File: src/design/rmb_pkg.sv
`default_nettype none
// ----------------------------------------------------------------------------
// rmb_pkg
// Shared types and constants of the modal resonator bank step unit.
// ----------------------------------------------------------------------------
package rmb_pkg;

  localparam logic [1:0] REQ_LOAD  = 2'd0;
  localparam logic [1:0] REQ_STEP  = 2'd1;
  localparam logic [1:0] REQ_CLEAR = 2'd2;

  localparam logic [1:0] CFG_INV_STEP    = 2'd0;
  localparam logic [1:0] CFG_INV_STEP_SQ = 2'd1;

  localparam logic [23:0] INV_STEP_RESET    = 24'd44100;
  localparam logic [47:0] INV_STEP_SQ_RESET = 48'd1944810000;

  typedef enum logic [1:0] {
    OP_LOAD,
    OP_STEP,
    OP_CLEAR,
    OP_NOP
  } op_t;

  typedef struct packed {
    op_t                op;
    logic        [7:0]  mode;
    logic signed [31:0] cn;
    logic signed [31:0] co;
    logic signed [31:0] cf;
    logic signed [31:0] force_in;
  } item_t;

  typedef struct packed {
    logic clearing;
  } back_stat_t;

endpackage
`default_nettype wire

File: src/design/rmb_queue.sv
`default_nettype none
// ----------------------------------------------------------------------------
// rmb_queue
// Two-entry queue of classified commands between front and back.
// ----------------------------------------------------------------------------
module rmb_queue import rmb_pkg::*; (
  input  wire logic  clk,
  input  wire logic  rst,
  input  wire logic  push,
  input  wire item_t push_item,
  input  wire logic  pop,
  output item_t      head,
  output logic       full,
  output logic       empty
);

  item_t      slots [2];
  logic       wr_ptr;
  logic       rd_ptr;
  logic [1:0] count;

  assign head  = slots[rd_ptr];
  assign full  = count == 2'd2;
  assign empty = count == 2'd0;

  always_ff @(posedge clk) begin
    if (push) begin
      slots[wr_ptr] <= push_item;
    end
  end

  always_ff @(posedge clk) begin
    if (rst) begin
      wr_ptr <= 1'b0;
      rd_ptr <= 1'b0;
      count  <= 2'd0;
    end else begin
      if (push) begin
        wr_ptr <= ~wr_ptr;
      end
      if (pop) begin
        rd_ptr <= ~rd_ptr;
      end
      case ({push, pop})
        2'b10:   count <= count + 2'd1;
        2'b01:   count <= count - 2'd1;
        default: count <= count;
      endcase
    end
  end

endmodule
`default_nettype wire

File: config.mk
export PLATFORM = sky130hd
export DESIGN_NAME = rmb_queue
export DESIGN_NICKNAME = d
export VERILOG_FILES = /design/src/design/rmb_pkg.sv /design/src/design/rmb_queue.sv
export SDC_FILE = /design/constraint.sdc
export NUM_CORES = 1
export LEC_CHECK = 0
export BUFFER_PORTS_ARGS = -buffer_cell sky130_fd_sc_hd__buf_4
export CAP_MARGIN = 20
export CORE_MARGIN = 8
export CORE_UTILIZATION = 47
export DETAILED_ROUTE_END_ITERATION = 8
export PLACE_DENSITY = 0.76
export SETUP_SLACK_MARGIN = 0.1
export SYNTH_ARGS = -nofsm -noshare
export SYNTH_HDL_FRONTEND = slang
export SYNTH_SLANG_ARGS = --single-unit
File: constraint.sdc
create_clock -name clk -period 6.65 [get_ports clk]
set_clock_uncertainty 0.1 [all_clocks]
set_input_delay 0.3325 -clock clk [delete_from_list [all_inputs] [get_ports clk]]
set_output_delay 0.3325 -clock clk [all_outputs]
set_load 0.01 [all_outputs]
After elaboration in Yosys (flattened, before gate mapping)
Memory sizes are Yosys's and may differ from the RTL's. A register that Yosys moved wholly into a read port is not among the register bits.
Index checks and enable logic that the tools add are counted.
- bits in registers: 4
- bits in writable memories: 276
- bits of input ports: 142
- memories: 1
- multiplexer cells: 5
- reduce and logical (&&, ||, !) cells: 2
- bitwise operators: 2
- add/sub/neg operators: 2
- equal/unequal tests: 3
- memory list (memory ; depth ; bits a word ; read ports ; clocked after memory_dff ; wr ports ; line ; text):
    slots ; 2 ; 138 ; 1 ; 1 ; 1 ; rmb_queue.sv:17 ; item_t slots [2];
- operators with widths (kind ; number):
    2-bit equality test, second input constant ; 2
    1-bit 2-to-1 mux ; 4
    2-bit one-hot mux with 2 select lines ; 1
    2-bit by 1-bit adder with 2-bit output, second input constant ; 1
    2-bit by 1-bit equality test with 1-bit output, second input constant ; 1
    2-bit zero test ; 1
    1-bit NOT ; 2
    2-bit nonzero test ; 1
    2-bit by 1-bit subtractor with 2-bit output, second input constant ; 1

Depth between registers and ports, before layout
Gate-level depths: netlist of run 1.
- word-level depth: 3
- depth in mapped cells: 5
- depth with buffers taken out: 5

Worst setup path after synthesis of run 1
No wires, ideal clock.
- path kind: input to register
- from: input port push
- to: memory slots[0][0] (netlist bit), enable pin
- data required time: 5.909 ns
- setup slack: -0.261 ns
- cell stages on the path: 2
- arrival time: 6.170 ns
- path through: inv_1 > nor2_1
- longest elaborated chain between the ends: 2
- RTL lines (item ; line ; text):
    start: declaration ; rmb_queue.sv:9 ; input wire logic push,
    1-bit 2-to-1 mux ; rmb_queue.sv:27 ; if (push) begin
    1-bit 2-to-1 mux (not written as such) ; rmb_queue.sv:28 ; slots[wr_ptr] <= push_item;
    end: declaration ; rmb_queue.sv:17 ;
No other way between the ends.

==> flow_metrics.tcl, run 1 <==
set metrics [dict create \
    status "finished clean" \
    synth-seq-cells 281 \
    io_pins 282 \
    p_leak_nw 5.64 \
    maxCapViolCount 0 \
    cts.sinks 281 \
    holdPathStages 2 \
    fin_crit_ns 3.43 \
    cts-buffers-inserted 29 \
    r2r_start "wr_ptr$_SDFFE_PP0P_" \
    synth-xor-area-share_pct 0.345 \
    yosysWarnings 0 \
    rows 53 \
    crit_slowest_cell "dfxtp_4" \
    p_per_area_nw_per_um2 288 \
    routed_wl_mm 24.0 \
    grt_pass1_vias 6518 \
    ys_types 15 \
    drive_gt1_share_pct 51.7 \
    startpoint_type "register" \
    synthMuxAreaShare_pct 15.3 \
    r2r-end "slots[1][128]$_DFFE_PP_" \
    ir_worst_vdd_mv 0.280 \
    min_to "count[1]$_SDFFE_PP0P_" \
    finalMaxSlewViolations 0 \
    ant_nets 0 \
    syn_to_final_growth_pct 47.3 \
    fin_area_um2 15000 \
    num_vias 5871 \
    clock_latency_ns 0.52 \
    synth_compound_area_share_pct 0.0986 \
    avgSynthCellArea_um2 22.5 \
    rr_worst_depth 2 \
    worst_setup_path_end_kind "primary output" \
    cpPeakStageDelay_ns 0.91 \
    gr-usage-all-layers_pct 17.5 \
    dp_cells 996 \
    clock_path_buffers 3 \
    tightest_slew_ns 1.08 \
    cp.arrival_ns 3.00 \
    setup_tns_ns 0 \
    fin_nets 1037 \
    hold_ws_ns 0.413 \
    crit_fanout 74 \
    cp.required_ns 6.22 \
    core_area_um2 21100 \
    synth_top_family_by_area "multiplexers" \
    rsz0062_at_grt "no" \
    wl_per_cell_um 20.1 \
    post-dp-hpwl_mm 14.5 \
    fin_crit_sh_pct 51.6 \
    setup_viol 0 \
    slew-limit-headroom_pct 28.3 \
    synthCells 451 \
    finalHoldViolations 0 \
    worst_hold_path_type "register to register" \
    setup_ws_ns 3.22 \
    start_util_pct 48.1 \
    synth-adder-area-share_pct 0.123 \
    fillCellCount 1219 \
    setup.worst_path.class "register to primary output" \
    r2r_slack_ns 4.03 \
    crit_chain "buf_4 -> mux2_2 -> buf_4" \
    synth_simple_gate_area_share_pct 0.431 \
    grt_pass1_wl_mm 36.1 \
    die_w_um 163 \
    cts_htree_levels 1 \
    post-place-ws_ns 3.75 \
    syn_nets 594 \
    hold_start "count[1]$_SDFFE_PP0P_" \
    yosysSeqAreaShare_pct 82.6 \
    fin_cells 1193 \
    drt_pass1_iterations 4 \
    fmaxAchievable_mhz 292 \
    dpl_cell_area_um2 12500 \
    die_h_um 163 \
    root_buffer "clkbuf_16" \
    port_buffers 281 \
    grt_max_degree 79 \
    globalplace.congestion 0.716 \
    cp_common_cell "buf_4" \
    clkTransAtPathRegs_ns 0.06 \
    via_per_inst 4.92 \
    cts_tree "built" \
    antenna_found_initial 2 \
    synth.cell_area_um2 10200 \
    overflow 0 \
    drtIter0Drc 272 \
    die_area_um2 26600 \
    drc 0 \
]
-- worst max-delay path, delay by kind of cell, from the launching register on --
family	cells	cell delay, ns
buf+inv	2	1.03
flops	1	0.91
mux	1	0.45
-- what timing repair did --
item / 4_1_cts / 5_1_grt
gates resized for setup: 0 / 0
hold buffers: 142 / 0
hold endpoints to repair: 281 / 0
buffers inserted: 0 / 0
-- synth_stat cells --
| library cell | number | area share, % |
|---|---|---|
| edfxtp_1 | 276 | 82 |
| mux2_2 | 138 | 15 |
| buf_4 | 12 | 0.89 |
| nor2_1 | 6 | 0.22 |
| dfxtp_1 | 5 | 0.99 |
| buf_2 | 3 | 0.15 |
| xnor2_1 | 3 | 0.26 |
| a21oi_1 | 1 | 0.049 |
| and2_1 | 1 | 0.062 |
| and2b_2 | 1 | 0.086 |
| ha_1 | 1 | 0.12 |
| inv_1 | 1 | 0.037 |
| o21ai_0 | 1 | 0.049 |
| or3_1 | 1 | 0.062 |
| xor2_1 | 1 | 0.086 |
-- where the power goes --
part | internal [mW] | switching, mW
sequential | 2.07 | 0.0412
clock | 0.998 | 0.637
combinational | 0.317 | 0.247
total | 3.39 | 0.925
-- logic make-up (layout without fill, tap and decap cells) --
family,Yosys count,count (layout)
other,0,2
xor gates and xnor gates,4,4
muxes,138,138
DFF,281,281
buffers and inverters,16,481
AOI/OAI and AO/OA,2,2
adders and majority gates,1,1
and+or+nand+nor,9,9
-- sequential cells by signal, indices dropped and copies added (netlist names), named ones only --
| signal | count |
|---|---|
| slots | 276 |
| wr_ptr | 1 |
| count | 2 |
| rd_ptr | 1 |
-- through the flow --
stage	util [%]	total power, mW
finish	70.9	4.31
global route	70.9	4.46
CTS	70.9	4.34
detailed placement	59.5	2.64
global placement	59.5	2.62
floorplan	-	2.37
-- worst max path at each step --
| stage | depth (start not counted) | start | slack [ns] | endpoint |
|---|---|---|---|---|
| floorplan | 2 | push | 2.15 | slots[0][0]$_DFFE_PP_ |
| global placement | 3 | register | 3.79 | head[2] |
| detailed placement | 3 | register | 3.75 | head[2] |
| CTS | 3 | register | 3.18 | head[2] |
| global route | 3 | register | 3.07 | head[1] |
| finish | 3 | register | 3.22 | head[1] |
-- layout make-up --
cell class / count / area, um^2 / share of cell area, %
Antenna cell: 2 / 5.00 / 0.0335
Clock buffer: 37 / 796 / 5.32
Clock inverter: 16 / 186 / 1.25
Inverter: 1 / 3.75 / 0.0251
Multi-Input combinational cell: 154 / 1670 / 11.1
Sequential cell: 281 / 8390 / 56.1
Tap cell: 275 / 344 / 2.30
Timing Repair Buffer: 427 / 3560 / 23.8
-- layout by cell type (no fill, tap or decap) --
cell type,Yosys,final
clkinvlp_4,0,2
mux2_2,138,138
edfxtp_1,276,276
diode_2,0,2
dlygate4sd3_1,0,142
buf_4,12,285
clkbuf_16,0,29
xor2_1,1,1
bufinv_16,0,4
xnor2_1,3,3
a21oi_1,1,1
clkinv_2,0,7
nor2_4,0,1
clkinv_1,0,2
nor2_1,6,5
clkbuf_1,0,4
clkbuf_8,0,4
inv_1,1,1
dfxtp_1,5,4
inv_6,0,1
ha_1,1,1
o21ai_0,1,1
and2b_2,1,1
and2_4,0,1
dfxtp_4,0,1
or3_1,1,1
-- layer usage --
layer / vias up / wire, um / track usage [%]
met5: - / 0 / 0
met3: 46 / 1930 / 5.21
met1: 2901 / 8730 / 19.4
li1: 2681 / - / -
met4: 0 / 604 / 5.46
met2: 243 / 12800 / 31.6
Note: power is estimated with default switching activity, not from simulation.
==> run 2: changes to the inputs <==
==> constraint.sdc (replaced) <==
create_clock -name clk -period 2.76 [get_ports clk]
set_clock_uncertainty 0.1 [all_clocks]
set_input_delay 0.138 -clock clk [delete_from_list [all_inputs] [get_ports clk]]
set_output_delay 0.138 -clock clk [all_outputs]
set_load 0.01 [all_outputs]
==> run 2 against run 1 <==
Against the previous run: register-to-register slack lost 2.9 ns; final cell count shrank 0.17%; critical path depth is the same; critical endpoint is now head[78]; largest power group unchanged.
==> flow_metrics.tcl, run 2 (synthesis gave the netlist of run 1 again) <==
set metrics [dict create \
    status "finished clean" \
    rr_worst_depth 2 \
    crit_fanout 96 \
    finalHoldViolations 0 \
    cts.repair.resized 0 \
    ant_nets 0 \
    regMostFlops "slots" \
    pwr-share-seq_pct 49.7 \
    p_switching_mw 2.21 \
    clkTransAtPathRegs_ns 0.06 \
    slew-limit-headroom_pct 58.6 \
    routed_wl_mm 24.6 \
    globalplace.congestion 0.732 \
    port_buffers 281 \
    antenna_found_initial 0 \
    r2r-end "slots[1][106]$_DFFE_PP_" \
    tightest_slew_ns 0.621 \
    cts_setup_buffers 0 \
    intPower_mw 7.96 \
    grt_max_degree 97 \
    drive_gt1_share_pct 51.5 \
    fin_nets 1039 \
    finalMaxSlewViolations 0 \
    power_frac_comb_pct 13.9 \
    io_pins 282 \
    gr-usage-all-layers_pct 17.9 \
    layout_commonest_cell "buf_4" \
    die_h_um 163 \
    core_area_um2 21100 \
    die_area_um2 26600 \
    root_buffer "clkbuf_16" \
    largest_reg_flops 276 \
    holdPathStages 2 \
    fin_crit_ns 2.20 \
    dp_cells 999 \
    grt_pass1_wl_mm 37.1 \
    ir_worst_vdd_mv 0.614 \
    cp.required_ns 2.52 \
    worst_setup_path_end_kind "primary output" \
    fillCellCount 1261 \
    drt_pass1_iterations 4 \
    r2r_slack_ns 1.09 \
    start_util_pct 48.1 \
    fin_area_um2 14900 \
    wl_per_cell_um 20.7 \
    drtIter0Drc 295 \
    clock_path_buffers 3 \
    cts_tree "built" \
    cts.sinks 281 \
    grt_pass1_vias 6730 \
    cpPeakStageDelay_ns 0.42 \
    rows 53 \
    cts-buffers-inserted 29 \
    rsz0062_at_grt "no" \
    fin_crit_sh_pct 79.6 \
    cts_hold_buf 141 \
    dpl_cell_area_um2 12600 \
    crit_chain "buf_12 -> mux2_2 -> buf_4" \
    r2r_start "wr_ptr$_SDFFE_PP0P_" \
    num_vias 5866 \
    startpoint_type "register" \
    clock_latency_ns 0.52 \
    switching_share_pct 21.7 \
    fmaxAchievable_mhz 455 \
    fin_cells 1191 \
    setup_viol 0 \
    die_w_um 163 \
    maxCapViolCount 0 \
    overflow 0 \
    drc 0 \
    via_per_inst 4.93 \
    hold_start "push" \
    worst_hold_path_type "primary input to register" \
    crit_slowest_cell "mux2_2" \
    cts_htree_levels 1 \
    setup.worst_path.class "register to primary output" \
    clock_power_share_pct 36.4 \
    p_leak_nw 5.63 \
    layout.cells.most_common_list "284 x buf_4, 276 x edfxtp_1, 141 x dlygate4sd3_1" \
    hold_ws_ns 0.180 \
    post-dp-hpwl_mm 15.0 \
    p_per_area_nw_per_um2 681 \
    syn_to_final_growth_pct 47.1 \
    min_to "slots[1][41]$_DFFE_PP_" \
    reg_top3 "slots: 276 flops, count: 2 flops" \
    cp.arrival_ns 1.96 \
]
==> run 2: metrics by stage <==
| stage | setup WS [ns] | utilization, % | setup TNS, ns | total power [mW] |
|---|---|---|---|---|
| finish | 0.562 | 70.8 | 0 | 10.2 |
| floorplan | -0.110 | - | -15.12 | 5.71 |
| CTS | 0.543 | 70.8 | 0 | 10.2 |
| detailed placement | 1.12 | 59.8 | 0 | 6.38 |
| global placement | 1.16 | 59.8 | 0 | 6.33 |
| global route | 0.480 | 70.8 | 0 | 10.5 |
==> run 2: power by group through the flow <==
stage	Combinational, mW	Sequential [mW]	Clock, mW
3_5_place_dp	1.24	5.14	0
5_1_grt	1.50	5.07	3.93
4_1_cts	1.42	5.05	3.77
2_1_floorplan	0.583	5.12	0
3_3_place_gp	1.21	5.12	0
6_report	1.41	5.05	3.70
==> run 2: cell type report <==
type	count	area (um^2)	area share [%]
sequential	281	8390	56.2
timing repair buffer	429	3620	24.3
multi-input combinational	154	1670	11.2
clock buffer	34	744	4.99
tap	275	344	2.30
clock inverter	16	155	1.04
inverter	1	3.75	0.0251
antenna	1	2.50	0.0168
==> run 2: worst max-delay path by stage <==
stage,start,slack [ns],end
2_1_floorplan,wr_ptr$_SDFFE_PP0P_,-0.11,slots[0][0]$_DFFE_PP_
3_3_place_gp,register,1.16,head[37]
3_5_place_dp,wr_ptr$_SDFFE_PP0P_,1.12,slots[1][106]$_DFFE_PP_
4_1_cts,register,0.54,head[52]
5_1_grt,register,0.48,head[82]
6_report,register,0.56,head[78]
==> run 2: critical path, delay by kind of cell, from the launching register on <==
family,cells,cell delay (ns)
buf+inv,2,0.54
flops,1,0.36
mux,1,0.42
==> run 2: metal layers <==
metal / routed length (um) / part of all wire [%] / GRT usage, % / vias up
li1: - / - / - / 2674
met1: 9050 / 37 / 19.3 / 2934
met2: 13300 / 54 / 33.3 / 208
met3: 1650 / 6.7 / 4.98 / 50
met4: 665 / 2.7 / 5.25 / 0
met5: 0 / 0 / 0 / -
